===== config.mk =====
export PLATFORM = sky130hd
export DESIGN_NAME = supply_program_sequencer_top
export DESIGN_NICKNAME = d
export VERILOG_FILES = /design/src/rtl/sps_pkg.sv /design/src/rtl/sps_datapath.sv /design/src/rtl/sps_ctrl.sv /design/src/rtl/supply_program_sequencer_top.sv
export SDC_FILE = /design/constraint.sdc
export NUM_CORES = 1
export LEC_CHECK = 0
export BUFFER_PORTS_ARGS = -buffer_cell sky130_fd_sc_hd__buf_2
export CAP_MARGIN = 0
export CORE_MARGIN = 4
export CORE_UTILIZATION = 30
export DETAILED_ROUTE_END_ITERATION = 16
export GPL_TIMING_DRIVEN = 0
export HOLD_SLACK_MARGIN = 0.03
export RECOVER_POWER = 25
export SLEW_MARGIN = 20
export SYNTH_ARGS = -nofsm -noshare
export SYNTH_HDL_FRONTEND = slang
export SYNTH_SLANG_ARGS = --single-unit
export TNS_END_PERCENT = 50

===== constraint.sdc =====
create_clock -name clk_i -period 3.5 [get_ports clk_i]
set_input_delay 0 -clock clk_i [delete_from_list [all_inputs] [get_ports clk_i]]
set_output_delay 0 -clock clk_i [all_outputs]
set_load 0.01 [all_outputs]

===== src/rtl/sps_pkg.sv =====
// sps_pkg: shared types, codes and constants of the supply program sequencer
// depends on nothing; imported by every rtl module of the block
`default_nettype none

package sps_pkg;

  localparam int unsigned ProgramDepthDef = 32;
  localparam int unsigned StepW           = 6;
  localparam int unsigned ValueW          = 16;

  typedef enum logic [1:0] {
    OpTick  = 2'd0,
    OpWrite = 2'd1,
    OpStart = 2'd2
  } op_e;

  typedef enum logic [2:0] {
    KindSetVolts       = 3'd0,
    KindSetAmps        = 3'd1,
    KindWaitAmpsAbove  = 3'd2,
    KindWaitAmpsBelow  = 3'd3,
    KindWaitVoltsAbove = 3'd4,
    KindWaitVoltsBelow = 3'd5
  } kind_e;

  typedef enum logic [1:0] {
    ActNone     = 2'd0,
    ActSetVolts = 2'd1,
    ActSetAmps  = 2'd2
  } action_e;

  typedef enum logic [2:0] {
    StIdle,
    StDecode,
    StScan,
    StExec,
    StWaitRd,
    StWaitChk,
    StFinish
  } state_e;

  typedef struct packed {
    logic [1:0]        op;
    logic [4:0]        entry_index;
    logic              entry_used;
    logic [2:0]        entry_kind;
    logic [ValueW-1:0] entry_value;
    logic [ValueW-1:0] millivolts;
    logic [ValueW-1:0] milliamps;
  } in_word_t;

  typedef struct packed {
    logic [1:0]        action;
    logic [ValueW-1:0] action_value;
    logic              is_running;
    logic              is_waiting;
    logic [StepW-1:0]  current_step;
  } out_word_t;

  typedef struct packed {
    logic [2:0]        kind;
    logic [ValueW-1:0] value;
  } entry_t;

  // controller to datapath
  typedef struct packed {
    logic load_item;
    logic do_write;
    logic start;
    logic ptr_inc;
    logic ptr_end;
    logic set_wait;
    logic clr_wait;
    logic set_act;
    logic emit;
  } dp_cmd_t;

  // datapath to controller
  typedef struct packed {
    logic [1:0] op;
    logic       running;
    logic       waiting;
    logic       ptr_in_range;
    logic       used_at_ptr;
    logic [2:0] kind;
    logic       wait_done;
    logic       out_busy;
  } dp_status_t;

endpackage

`default_nettype wire


===== src/rtl/sps_datapath.sv =====
// sps_datapath: item register, program store, step pointer, flags and output register
// depends on sps_pkg; driven by sps_ctrl through dp_cmd_t
`default_nettype none

module sps_datapath #(
  parameter int unsigned PROGRAM_DEPTH = sps_pkg::ProgramDepthDef
) (
  input  wire                  clk_i,
  input  wire                  rst_ni,
  input  sps_pkg::in_word_t    in_word_i,
  input  sps_pkg::dp_cmd_t     cmd_i,
  output sps_pkg::dp_status_t  status_o,
  input  wire                  out_stall_i,
  output logic                 out_valid_o,
  output sps_pkg::out_word_t   out_word_o
);
  import sps_pkg::*;

  localparam int unsigned AddrW = $clog2(PROGRAM_DEPTH);
  localparam int unsigned PtrW  = $clog2(PROGRAM_DEPTH + 1);

  in_word_t            item_q;
  logic [PtrW-1:0]     ptr_q, ptr_d;
  logic                running_q, running_d;
  logic                waiting_q, waiting_d;
  logic [PROGRAM_DEPTH-1:0] used_q;
  entry_t              mem_q [PROGRAM_DEPTH];
  entry_t              rd_q;
  logic [1:0]          act_q;
  logic [ValueW-1:0]   val_q;
  out_word_t           out_q;
  logic                out_valid_q;

  logic [AddrW-1:0]    ptr_addr;
  logic [AddrW-1:0]    wr_addr;
  logic                wr_in_range;
  logic                ptr_in_range;
  logic                wait_done;

  assign ptr_addr     = ptr_q[AddrW-1:0];
  assign wr_addr      = AddrW'(item_q.entry_index);
  assign wr_in_range  = 32'(item_q.entry_index) < 32'(PROGRAM_DEPTH);
  assign ptr_in_range = ptr_q < PtrW'(PROGRAM_DEPTH);

  always_comb begin
    unique case (kind_e'(rd_q.kind))
      KindWaitAmpsAbove:  wait_done = item_q.milliamps  >= rd_q.value;
      KindWaitAmpsBelow:  wait_done = item_q.milliamps  <= rd_q.value;
      KindWaitVoltsAbove: wait_done = item_q.millivolts >= rd_q.value;
      KindWaitVoltsBelow: wait_done = item_q.millivolts <= rd_q.value;
      default:            wait_done = 1'b1;
    endcase
  end

  always_comb begin
    status_o.op           = item_q.op;
    status_o.running      = running_q;
    status_o.waiting      = waiting_q;
    status_o.ptr_in_range = ptr_in_range;
    status_o.used_at_ptr  = ptr_in_range && used_q[ptr_addr];
    status_o.kind         = rd_q.kind;
    status_o.wait_done    = wait_done;
    status_o.out_busy     = out_valid_q && out_stall_i;
  end

  always_comb begin
    ptr_d     = ptr_q;
    running_d = running_q;
    waiting_d = waiting_q;
    if (cmd_i.start) begin
      ptr_d     = '0;
      running_d = 1'b1;
      waiting_d = 1'b0;
    end
    if (cmd_i.ptr_end) begin
      ptr_d     = PtrW'(PROGRAM_DEPTH);
      running_d = 1'b0;
    end
    if (cmd_i.ptr_inc) begin
      ptr_d = ptr_q + 1'b1;
    end
    if (cmd_i.set_wait) begin
      waiting_d = 1'b1;
    end
    if (cmd_i.clr_wait) begin
      waiting_d = 1'b0;
    end
  end

  always_ff @(posedge clk_i or negedge rst_ni) begin
    if (!rst_ni) begin
      ptr_q       <= '0;
      running_q   <= 1'b0;
      waiting_q   <= 1'b0;
      used_q      <= '0;
      out_valid_q <= 1'b0;
    end else begin
      ptr_q     <= ptr_d;
      running_q <= running_d;
      waiting_q <= waiting_d;
      if (cmd_i.do_write && wr_in_range) begin
        used_q[wr_addr] <= item_q.entry_used;
      end
      if (cmd_i.emit) begin
        out_valid_q <= 1'b1;
      end else if (!out_stall_i) begin
        out_valid_q <= 1'b0;
      end
    end
  end

  // program store, kind and value only; used flags live in used_q
  always_ff @(posedge clk_i) begin
    if (cmd_i.do_write && wr_in_range) begin
      mem_q[wr_addr] <= '{kind: item_q.entry_kind, value: item_q.entry_value};
    end
    rd_q <= mem_q[ptr_addr];
  end

  always_ff @(posedge clk_i) begin
    if (cmd_i.load_item) begin
      item_q <= in_word_i;
      act_q  <= ActNone;
      val_q  <= '0;
    end else if (cmd_i.set_act) begin
      act_q <= (kind_e'(rd_q.kind) == KindSetVolts) ? ActSetVolts : ActSetAmps;
      val_q <= rd_q.value;
    end
    if (cmd_i.emit) begin
      out_q.action       <= act_q;
      out_q.action_value <= val_q;
      out_q.is_running   <= running_q;
      out_q.is_waiting   <= waiting_q;
      out_q.current_step <= StepW'(ptr_q);
    end
  end

  assign out_valid_o = out_valid_q;
  assign out_word_o  = out_q;

  a_wait_needs_run: assert property (@(posedge clk_i) disable iff (!rst_ni)
    waiting_q |-> running_q)
    else $error("waiting flag set while program not running");

  a_ptr_bound: assert property (@(posedge clk_i) disable iff (!rst_ni)
    ptr_q <= PtrW'(PROGRAM_DEPTH))
    else $error("step pointer beyond end of program");

  a_inc_in_range: assert property (@(posedge clk_i) disable iff (!rst_ni)
    cmd_i.ptr_inc |-> ptr_in_range)
    else $error("step pointer advanced past end");

endmodule

`default_nettype wire


===== src/rtl/sps_ctrl.sv =====
// sps_ctrl: sequencing state machine of the supply program sequencer
// depends on sps_pkg; commands sps_datapath and reads its status
`default_nettype none

module sps_ctrl (
  input  wire                  clk_i,
  input  wire                  rst_ni,
  input  wire                  in_valid_i,
  output logic                 in_stall_o,
  input  sps_pkg::dp_status_t  status_i,
  output sps_pkg::dp_cmd_t     cmd_o
);
  import sps_pkg::*;

  state_e state_q, state_d;

  always_comb begin
    state_d = state_q;
    unique case (state_q)
      StIdle: begin
        if (in_valid_i) state_d = StDecode;
      end
      StDecode: begin
        unique case (op_e'(status_i.op))
          OpStart: state_d = StScan;
          OpTick: begin
            if (!status_i.running)     state_d = StFinish;
            else if (status_i.waiting) state_d = StWaitRd;
            else                       state_d = StScan;
          end
          default: state_d = StFinish;
        endcase
      end
      StScan: begin
        if (!status_i.ptr_in_range)   state_d = StFinish;
        else if (status_i.used_at_ptr) state_d = StExec;
      end
      StExec: state_d = StFinish;
      StWaitRd: begin
        state_d = status_i.used_at_ptr ? StWaitChk : StFinish;
      end
      StWaitChk: state_d = StFinish;
      StFinish: begin
        if (!status_i.out_busy) state_d = StIdle;
      end
      default: state_d = StIdle;
    endcase
  end

  always_comb begin
    cmd_o      = '0;
    in_stall_o = (state_q != StIdle);
    unique case (state_q)
      StIdle: cmd_o.load_item = in_valid_i;
      StDecode: begin
        unique case (op_e'(status_i.op))
          OpWrite: cmd_o.do_write = 1'b1;
          OpStart: cmd_o.start    = 1'b1;
          default: ;
        endcase
      end
      StScan: begin
        // skip unused slots one per cycle
        if (!status_i.ptr_in_range)    cmd_o.ptr_end = 1'b1;
        else if (!status_i.used_at_ptr) cmd_o.ptr_inc = 1'b1;
      end
      StExec: begin
        unique case (kind_e'(status_i.kind))
          KindSetVolts, KindSetAmps: begin
            cmd_o.set_act = 1'b1;
            cmd_o.ptr_inc = 1'b1;
          end
          KindWaitAmpsAbove, KindWaitAmpsBelow,
          KindWaitVoltsAbove, KindWaitVoltsBelow: cmd_o.set_wait = 1'b1;
          default: cmd_o.ptr_inc = 1'b1;
        endcase
      end
      StWaitRd: begin
        // wait slot gone or emptied: wait counts as done
        if (!status_i.used_at_ptr) begin
          cmd_o.clr_wait = 1'b1;
          cmd_o.ptr_inc  = status_i.ptr_in_range;
        end
      end
      StWaitChk: begin
        if (status_i.wait_done) begin
          cmd_o.clr_wait = 1'b1;
          cmd_o.ptr_inc  = 1'b1;
        end
      end
      StFinish: cmd_o.emit = !status_i.out_busy;
      default: ;
    endcase
  end

  always_ff @(posedge clk_i or negedge rst_ni) begin
    if (!rst_ni) begin
      state_q <= StIdle;
    end else begin
      state_q <= state_d;
    end
  end

  a_load_to_decode: assert property (@(posedge clk_i) disable iff (!rst_ni)
    cmd_o.load_item |=> state_q == StDecode)
    else $error("accepted word not decoded next cycle");

  a_emit_free: assert property (@(posedge clk_i) disable iff (!rst_ni)
    cmd_o.emit |-> !status_i.out_busy)
    else $error("result loaded over a stalled result");

  a_emit_to_idle: assert property (@(posedge clk_i) disable iff (!rst_ni)
    cmd_o.emit |=> state_q == StIdle)
    else $error("controller not idle after result");

endmodule

`default_nettype wire


===== src/rtl/supply_program_sequencer_top.sv =====
// supply_program_sequencer_top: runs a stored power-supply program, one word at a time
// depends on sps_pkg, sps_ctrl and sps_datapath
//
//   channel | direction | handshake              | word
//   in      | input     | in_valid_i / in_stall_o   | sps_pkg::in_word_t
//   out     | output    | out_valid_o / out_stall_i | sps_pkg::out_word_t
//
// one word is in work at a time; write, idle tick and unknown op pass decode and finish
// a start or a stepping tick scans unused slots, one program store read per cycle,
// then executes the used step if one is found; a wait check reads the slot, then checks it
// used flags reset at once with rst_ni, so there is no clearing pass
// a stalled result holds the block in its finish state until taken
`default_nettype none

module supply_program_sequencer_top #(
  parameter int unsigned PROGRAM_DEPTH = sps_pkg::ProgramDepthDef
) (
  input  wire                 clk_i,
  input  wire                 rst_ni,
  input  wire                 in_valid_i,
  output logic                in_stall_o,
  input  sps_pkg::in_word_t   in_word_i,
  output logic                out_valid_o,
  input  wire                 out_stall_i,
  output sps_pkg::out_word_t  out_word_o
);
  import sps_pkg::*;

  dp_cmd_t    cmd;
  dp_status_t status;

  sps_ctrl u_ctrl (
    .clk_i      (clk_i),
    .rst_ni     (rst_ni),
    .in_valid_i (in_valid_i),
    .in_stall_o (in_stall_o),
    .status_i   (status),
    .cmd_o      (cmd)
  );

  sps_datapath #(
    .PROGRAM_DEPTH (PROGRAM_DEPTH)
  ) u_datapath (
    .clk_i       (clk_i),
    .rst_ni      (rst_ni),
    .in_word_i   (in_word_i),
    .cmd_i       (cmd),
    .status_o    (status),
    .out_stall_i (out_stall_i),
    .out_valid_o (out_valid_o),
    .out_word_o  (out_word_o)
  );

endmodule

`default_nettype wire

## Yosys cells after proc, flatten, opt, wreduce, memory -nomap -nowiden

Memory sizes are Yosys's and may differ from the RTL's. A register that Yosys moved wholly into a read port is not among the register bits.
Cells that the tools add are included.

- Register bits after elaboration: 147
- Bits in writable memories: 608
- Input bits: 63
- Output and inout bits: 28
- Word-level logic and storage cells: 108
- Memories kept: 1

- Add/sub/neg operators: 1
- Magnitude comparators: 8
- Eq/ne operators: 17
- Mux-type cells: 46
- Reductions and logical operators: 15

Memory list:

| memory | depth | width | rd ports | clocked after Yosys merged registers in | wr ports | line | RTL |
|---|---|---|---|---|---|---|---|
| u_datapath.mem_q | 32 | 19 | 1 | 1 | 1 | sps_datapath.sv:27 | `entry_t mem_q [PROGRAM_DEPTH];` |

Operators by type and width:

| cell | number |
|---|---|
| 32-bit bitwise mux | 1 |
| 16-bit >= comparator | 2 |
| 16-bit <= comparator | 2 |
| 1-bit two-way mux | 26 |
| 3-bit two-way mux | 6 |
| 6-bit two-way mux | 3 |
| 3-bit case mux with 6 select lines | 1 |
| 3-bit equality test (second input constant) | 5 |
| 3-bit by 2-bit equality test with 1-bit output (second input constant) | 4 |
| 5-bit by 6-bit less-than comparator with 1-bit output (second input constant) | 2 |
| 3-bit nonzero test | 3 |
| 1-bit case mux with 4 select lines | 2 |
| 6-bit by 1-bit adder with 6-bit output (second input constant) | 1 |
| 3-bit by 1-bit equality test with 1-bit output (second input constant) | 2 |
| 3-bit logical NOT | 2 |
| 6-bit less-than comparator (second input constant) | 1 |
| 2-bit two-way mux | 3 |
| 3-bit case mux with 2 select lines | 1 |
| 1-bit binary-select mux with 5-bit select | 1 |
| 1-bit demux with 5-bit select | 1 |
| 5-bit by 1-bit >= comparator with 1-bit output (second input constant) | 1 |
| 2-bit != test (second input constant) | 2 |
| 2-bit OR reduction | 2 |
| 4-bit OR reduction | 1 |
| other kinds (10) | 12 |

## Depth between registers and ports, before layout

Gate-level depths: netlist of the first run.

- Depth after elaboration: 7
- Mapped depth: 12
- Gate-level depth less buffers: 11

## Hierarchy

Synthesis of the first run repeated with hierarchy kept, for this count alone.

- Cell total of the unflattened synthesis: 1574
- Area, all modules: 30244.0 sq um

Modules (own cells, without submodules):

| module | instances | cells each | area an instance (sq um) | seq. area each (sq um) |
|---|---|---|---|---|
| sps_datapath | 1 | 1529 | 29897.4 | 22576.7 |
| sps_ctrl | 1 | 45 | 346.6 | 75.1 |

## Worst setup path before layout of the first run

Ideal clock, no wire load.

- Kind: register to register
- Start point: register u_ctrl.state_q[0]
- End point: register u_datapath.item_q[0] in the netlist's numbering (enable)
- Library setup time: 0.447 ns
- Data arrival time: 3.238 ns
- Data required time: 3.053 ns
- Path slack: -0.185 ns
- Cell stages (with the launch flop): 5
- Buffers on the path: 2
- Clock period less this slack: 3.685 ns
- Path through: dfrtp_1 clkbuf_1 or3_1 nor2_1 clkbuf_1

RTL lines:

| what | line | RTL |
|---|---|---|
| start: declaration | sps_ctrl.sv:15 | `state_e state_q, state_d;` |
| start signal: assignment | sps_ctrl.sv:98 | `state_q <= StIdle;` |
| start signal: assignment | sps_ctrl.sv:100 | `state_q <= state_d;` |
| end signal: assignment | sps_datapath.sv:122 | `item_q <= in_word_i;` |
| end: declaration | sps_datapath.sv:22 | `in_word_t item_q;` |

==> results of run 1 <==
area by class of cell:
| class | instances | area [um^2] | area share (%) |
|---|---|---|---|
| Buffer | 84 | 365 | 1.02 |
| Sequential cell | 774 | 22700 | 63.1 |
| Timing Repair Buffer | 185 | 1600 | 4.46 |
| Clock inverter | 35 | 246 | 0.686 |
| Clock buffer | 99 | 2040 | 5.68 |
| Tap cell | 1287 | 1610 | 4.48 |
| Inverter | 23 | 86.3 | 0.240 |
| Multi-Input combinational cell | 860 | 7300 | 20.3 |
worst paths after layout:
check                                           endpoint  slack, ps  depth (start not counted)
worst max-delay path                 u_datapath.rd_q[11]        110                          9
worst min-delay path               u_datapath.wr_addr[0]        100                          2
worst max register to register       u_datapath.rd_q[11]        110                          9
worst min register to register  u_datapath.out_word_o[8]        430                          0
max in group asynchronous           u_datapath.used_q[7]        910                          3
min in group asynchronous            u_datapath.ptr_q[0]       1210                          3
sequential cells by signal, summed over array words and instances, names as in the netlist:
| register | flops |
|---|---|
| u_datapath.item_q | 52 |
| u_datapath.waiting_q | 1 |
| u_datapath.status_o | 5 |
| u_datapath.val_q | 16 |
| u_datapath.act_q | 2 |
| u_datapath.ptr_q | 6 |
| u_datapath.running_q | 1 |
| u_datapath.used_q | 32 |
| u_datapath.wr_addr | 5 |
| u_ctrl.state_q | 3 |
| u_datapath.out_word_o | 26 |
| u_datapath.out_valid_o | 1 |
| u_datapath.mem_q | 608 |
| u_datapath.rd_q | 16 |
logic make-up (layout without fill, tap and decap cells):
logic type / Yosys count / after routing / synth area share, %
buf+inv: 108 / 426 / 1.37
compound gates: 225 / 225 / 4.90
fa+ha+maj: 34 / 34 / 1.41
mux: 278 / 278 / 12.5
xor+xnor: 2 / 2 / 0.0582
flops: 774 / 774 / 75.2
simple gates: 321 / 321 / 4.53
cell usage in the layout (no fill, tap or decap), types with 8 or more instances in the layout:
| master | netlist | routed |
|---|---|---|
| edfxtp_1 | 693 | 693 |
| mux2i_1 | 170 | 170 |
| nand2_1 | 130 | 130 |
| nor2_1 | 125 | 93 |
| buf_2 | 4 | 88 |
| clkbuf_1 | 50 | 80 |
| clkbuf_16 | 0 | 77 |
| mux4_2 | 76 | 76 |
| o21ai_0 | 65 | 63 |
| dlygate4sd3_1 | 0 | 63 |
| o221ai_1 | 58 | 58 |
| a21oi_1 | 52 | 51 |
| dfrtp_1 | 44 | 44 |
| dfxtp_1 | 37 | 37 |
| ha_1 | 34 | 34 |
| mux2_2 | 32 | 32 |
| nor2_4 | 0 | 28 |
| inv_1 | 23 | 23 |
| nand3_1 | 20 | 19 |
| o22ai_1 | 19 | 19 |
| buf_1 | 30 | 17 |
| clkinv_1 | 0 | 15 |
| buf_8 | 0 | 13 |
| clkinv_2 | 0 | 12 |
| buf_16 | 0 | 8 |
routing by layer:
| metal | vias up | track usage, % | wire [um] |
|---|---|---|---|
| met5 | - | 0 | 0 |
| met4 | 0 | 4.51 | 2520 |
| met3 | 129 | 2.03 | 4200 |
| met2 | 542 | 24.0 | 37700 |
| met1 | 8719 | 18.6 | 32200 |
| li1 | 7374 | - | - |
timing repair:
action | in CTS | in global routing
endpoints found under the setup margin | 19 | 20
endpoints found under the hold margin | 142 | 44
hold buffers | 62 | 1
pin swaps | 0 | 1
gates resized for setup | 14 | 14
report_power, final:
| group | internal, mW | leakage, nW | switching [mW] |
|---|---|---|---|
| registers | 10.7 | 7.15 | 0.369 |
| clock network | 4.32 | 1.12 | 3.32 |
| logic | 2.59 | 3.72 | 4.29 |
| total | 17.6 | 12.0 | 7.99 |
==> reports/qor.csv, run 1 <==
metric,value,unit
synth-seq-cells,774,
place_area,32900,um^2
postCtsSetupBuffers,0,
synthTopCellsByCount,"693 x edfxtp_1, 170 x mux2i_1, 130 x nand2_1",
startpoint_type,flip-flop,
finalHoldWorstSlack,100,ps
cts_made_buffers,75,
overflow,0,
crit_path_max_incr_delay,520,ps
syn-cell-area,30100,um^2
routed_wl,76700,um
nNetsFinal,2100,
slew_viol_final,45,
final_core_util,36.3,%
critPathKind,reg2reg,
fin_area,35900,um^2
avgViaCountPerCell,5.01,
dp.cells,3144,
drc_errors,0,
grt_pass1_wl,111000,um
drive_above_1_share,18.3,%
status,"complete, but fails checks",
hold_viol,0,
grt_max_degree,50,
clockBufferDepth,3,
relSlewSlack,-60.4,%
power,25.6,mW
fill_cells,9168,
netlist.area_leader.share,69.1,%
start_util,30.4,%
fin_tns_setup,0,ps
crit_family,compound AO/OA/AOI/OAI gates,
synth_ff_type,edfxtp_1,
path_clk_slew,60,ps
critPathMaxFanout,10,
core,99000,um^2
ys_types,55,
worst_pin_slew,2410,ps
avgSynthCellArea,17.3,um^2
crit_required,3950,ps
synth_top_area_cell,edfxtp_1,
clock_skew,26.7,ps
crit_chain,clkbuf_2 > nand2b_1 > clkbuf_1 > clkbuf_1 > o21ai_0 > o22ai_1 > a21oi_1 > nand2_1 > o21ai_0,
ys_seq_area_share,75.2,%
postRouteAntennaNets,0,
htreeDepth,3,
path_buf_inv,3,
antenna_found_initial,2,
clock-sinks,774,
fin_cells,3347,
post-route-period-util,96.8,%
cp.arrival,3830,ps
pin_count,91,
grt_usage,14.1,%
max_freq,295,MHz
ir_worst_vdd,0.000474,V
crit_start,u_datapath.ptr_q[2],
initialDrtViolationCount,1553,
dieArea,106000,um^2
power.leakage,12.0,nW
cts_tree,built,
vias,16800,
rows,115,
synth_cells,1742,
place.gp.congestion,0.852,
clk_latency,610,ps
syn_to_final_growth,19.2,%
end_kind,flip-flop,
yosysWarnings,0,
synth_edf_count,693,
cellPowerDensity,712,nW/um^2
yosysMostFrequentCell,edfxtp_1,
hold_start,in_word_i[52],
ys_top_cells_by_area,"edfxtp_1 69%, mux4_2 5.7%, mux2i_1 5.6%",
critPathSlowestCell,o21ai_0,
cts-root-buf,clkbuf_16,
setup_viol,0,
dp_slack,-535,ps
timing.rr.start,u_datapath.ptr_q[2],
die_h,325,um
port_buffers,90,
rsz0062_at_grt,false,
dp.final_hpwl,52700,um
synth_nets,1839,
diodes,0,
routedWlPerCell,22.9,um
hp-class,in2reg,
die_w,325,um
fin_crit,3390,ps
first_pass_iters,6,
postLayoutSetupSlackWorst,113,ps
max-cap-violations,1,
async_flop_share,5.68,%
violations,"capacitance limit, slew limit",
grt_pass1_vias,16900,
Power figures use the tool's default switching activity.
==> run 2: changes to the inputs <==
CELL_PAD_IN_SITES_DETAIL_PLACEMENT = 1   (was default)
CELL_PAD_IN_SITES_GLOBAL_PLACEMENT = 1   (was default)
PLACE_DENSITY_LB_ADDON = 0.1   (was default)
==> run 2 against run 1 <==
  * Sequential power about the same
  * Design area up 4.7%
  * Wire length up 21%
  * Critical path type unchanged
  * First-iteration DRC count down 27%
  * Critical endpoint is now u_datapath.rd_q[6]
  * Cell count up 3.0%
  * Sequential share of layout area down 2.8 points
  * Total power up 6.6%
  * Worst setup slack better by 19 ps
  * The run still ends with capacitance limit, slew limit left
  * Critical path depth unchanged
  * Highest routed layer unchanged
  * Core utilization up 1.7 points
==> reports/qor.csv, run 2 (synthesis results as in run 1) <==
metric,value,unit,change
status,"complete, but fails checks",,
violations,"capacitance limit, slew limit",,
overflow,0,,unchanged
nNetsFinal,2184,,+4.0%
core,99000,um^2,unchanged
fin_tns_setup,0,ps,unchanged
power,27.2,mW,+6.6%
crit_required,4070,ps,+120 ps
slew_viol_final,45,,unchanged
fin_crit,3370,ps,-19.5 ps
place.gp.congestion,0.755,,-11%
switchingPower,8.75,mW,+9.5%
top_register,u_datapath.mem_q,,
grt_usage,17.4,%,+3.3 points
multi_input_area,7400,um^2,+1.3%
p_seq_share,40.4,%,-2.8 points
seq_area,22700,um^2,unchanged
critPathMaxFanout,10,,unchanged
setup_viol,0,,unchanged
critPathKind,reg2reg,,
hp-class,in2reg,,
power.leakage,12.8,nW,+6.4%
avgViaCountPerCell,4.93,,-1.6%
postRouteAntennaNets,0,,unchanged
clock-sinks,774,,unchanged
fin_cells,3446,,+3.0%
clock_skew,20.7,ps,-6.01 ps
startpoint_type,flip-flop,,
cts_made_buffers,87,,+16%
syn_to_final_growth,24.7,%,
dp.cells,3170,,+0.83%
dp.final_hpwl,65400,um,+24%
routed_wl,92700,um,+21%
hold_viol,0,,unchanged
path_clk_slew,60,ps,about the same
end_kind,flip-flop,,
post-route-period-util,96.2,%,-0.56 points
final_core_util,38.0,%,+1.7 points
routedWlPerCell,26.9,um,+17%
antenna_found_initial,5,,+3
largest_reg_flops,608,,unchanged
layout_common_cells,"693 x edfxtp_1, 170 x mux2i_1, 129 x nand2_1",,
rows,115,,unchanged
port_buffers,90,,unchanged
p_int,18.5,mW,+5.2%
finalHoldWorstSlack,72.1,ps,-28.2 ps
cp.arrival,3940,ps,+110 ps
fill_cells,9855,,+7.5%
die_w,325,um,unchanged
top_regs,"u_datapath.mem_q (608), u_datapath.item_q (52), u_datapath.used_q (32)",,
rsz0062_at_grt,true,,
cts-root-buf,clkbuf_16,,
layout_commonest_cell,edfxtp_1,,
grt_pass1_vias,18100,,+7.1%
grt_pass1_wl,133000,um,+19%
start_util,30.4,%,unchanged
initialDrtViolationCount,1141,,-27%
max-cap-violations,1,,unchanged
ir_worst_vdd,0.000372,V,-22%
grt_max_degree,51,,+2.0%
pin_count,91,,unchanged
drc_errors,0,,unchanged
die_h,325,um,unchanged
max_freq,297,MHz,+0.58%
switching_share,32.1,%,+0.86 points
clk_latency,650,ps,+40 ps
vias,17000,,+1.3%
combPwrFrac,27.3,%,+0.4 points
drive_above_1_share,21.2,%,+2.9 points
cellPowerDensity,725,nW/um^2,+1.8%
relSlewSlack,-74.2,%,-14 points
htreeDepth,3,,unchanged
p_clk_share,32.3,%,+2.4 points
worst_pin_slew,2610,ps,+207 ps
clockBufferDepth,3,,unchanged
dieArea,106000,um^2,unchanged
cts_tree,built,,
first_pass_iters,8,,+2
run 2: cell count changes in the layout (fill, tap and decap cells not counted), moves of 5 or more:
| cell | change |
|---|---|
| clkbuf_16 | +13 |
| buf_2 | +11 |
| o21ai_2 | +5 |
| buf_16 | +18 |
| dlygate4sd3_1 | +42 |
| o21ai_1 | +5 |
| clkbuf_1 | -14 |
| o21ai_0 | -10 |
| clkinv_1 | +6 |
| clkbuf_2 | +10 |
| clkdlybuf4s15_2 | +5 |
| buf_1 | -7 |
run 2: timing repair:
| item | 4_1_cts | 5_1_grt |
|---|---|---|
| resized for setup | 45 | 41 |
| setup endpoints to repair | 25 | 79 |
| cloned | 0 | 1 |
| buffers inserted | 0 | 4 |
| pin swaps | 0 | 7 |
| endpoints found under the hold margin | 142 | 44 |
| hold buffers | 104 | 1 |
run 2: worst max-delay path, stage by stage, from the launching register on:
cell	delay, ps
dfrtp_1	370
buf_2	290
clkbuf_4	380
clkdlybuf4s15_2	560
mux2i_1	140
o221ai_1	610
o22ai_1	190
a21oi_1	350
nand2_1	220
o21ai_0	120
run 2: per-layer routing:
layer	vias up	track usage (%)	routed length (um)	part of all wire, %
li1	7577	-	-	-
met1	8969	23.7	42100	45
met2	326	29.1	44600	48
met3	113	2.85	3700	4.0
met4	0	4.65	2370	2.6
met5	-	0	0	0
run 2: final timing paths:
| kind | startpoint | slack (ps) | cells past startpoint | end |
|---|---|---|---|---|
| max reg2reg | u_datapath.ptr_q[0] | 130 | 9 | u_datapath.rd_q[6] |
| max | u_datapath.ptr_q[0] | 130 | 9 | u_datapath.rd_q[6] |
| min in group asynchronous | rst_ni | 1300 | 3 | u_datapath.ptr_q[3] |
| max in group asynchronous | rst_ni | 720 | 3 | u_datapath.used_q[31] |
| min reg2reg | u_datapath.val_q[6] | 420 | 0 | u_datapath.out_word_o[14] |
| min | in_word_i[3] | 70 | 2 | u_datapath.item_q[3] |
run 2: power groups by stage:
| stage | clock network (mW) | registers (mW) | logic (mW) |
|---|---|---|---|
| 2_1_floorplan | 0 | 11.1 | 4.29 |
| 3_3_place_gp | 0 | 11.4 | 6.99 |
| 3_5_place_dp | 0 | 11.2 | 7.34 |
| 4_1_cts | 9.06 | 11.1 | 7.52 |
| 5_1_grt | 9.44 | 11.1 | 8.08 |
| 6_report | 8.79 | 11.0 | 7.42 |
run 2: through the flow:
| stage | cell area (um^2) | worst slack [ps] |
|---|---|---|
| after detailed placement | 33500 | -1190 |
| final | 37600 | 133 |
| after CTS | 37400 | -171 |
| after global routing | 37600 | -25.7 |
| after floorplan | 30100 | 580 |
| after global placement | 32200 | -1210 |
run 2: layout make-up:
type	count	area share, %
flip-flops and latches	774	60.3
multi-input cells	861	19.7
repair buffers	256	7.12
clock buffers	117	6.34
well taps	1287	4.29
plain buffers	84	1.13
clock inverters	42	0.902
inverters	23	0.230
diodes	2	0.0133
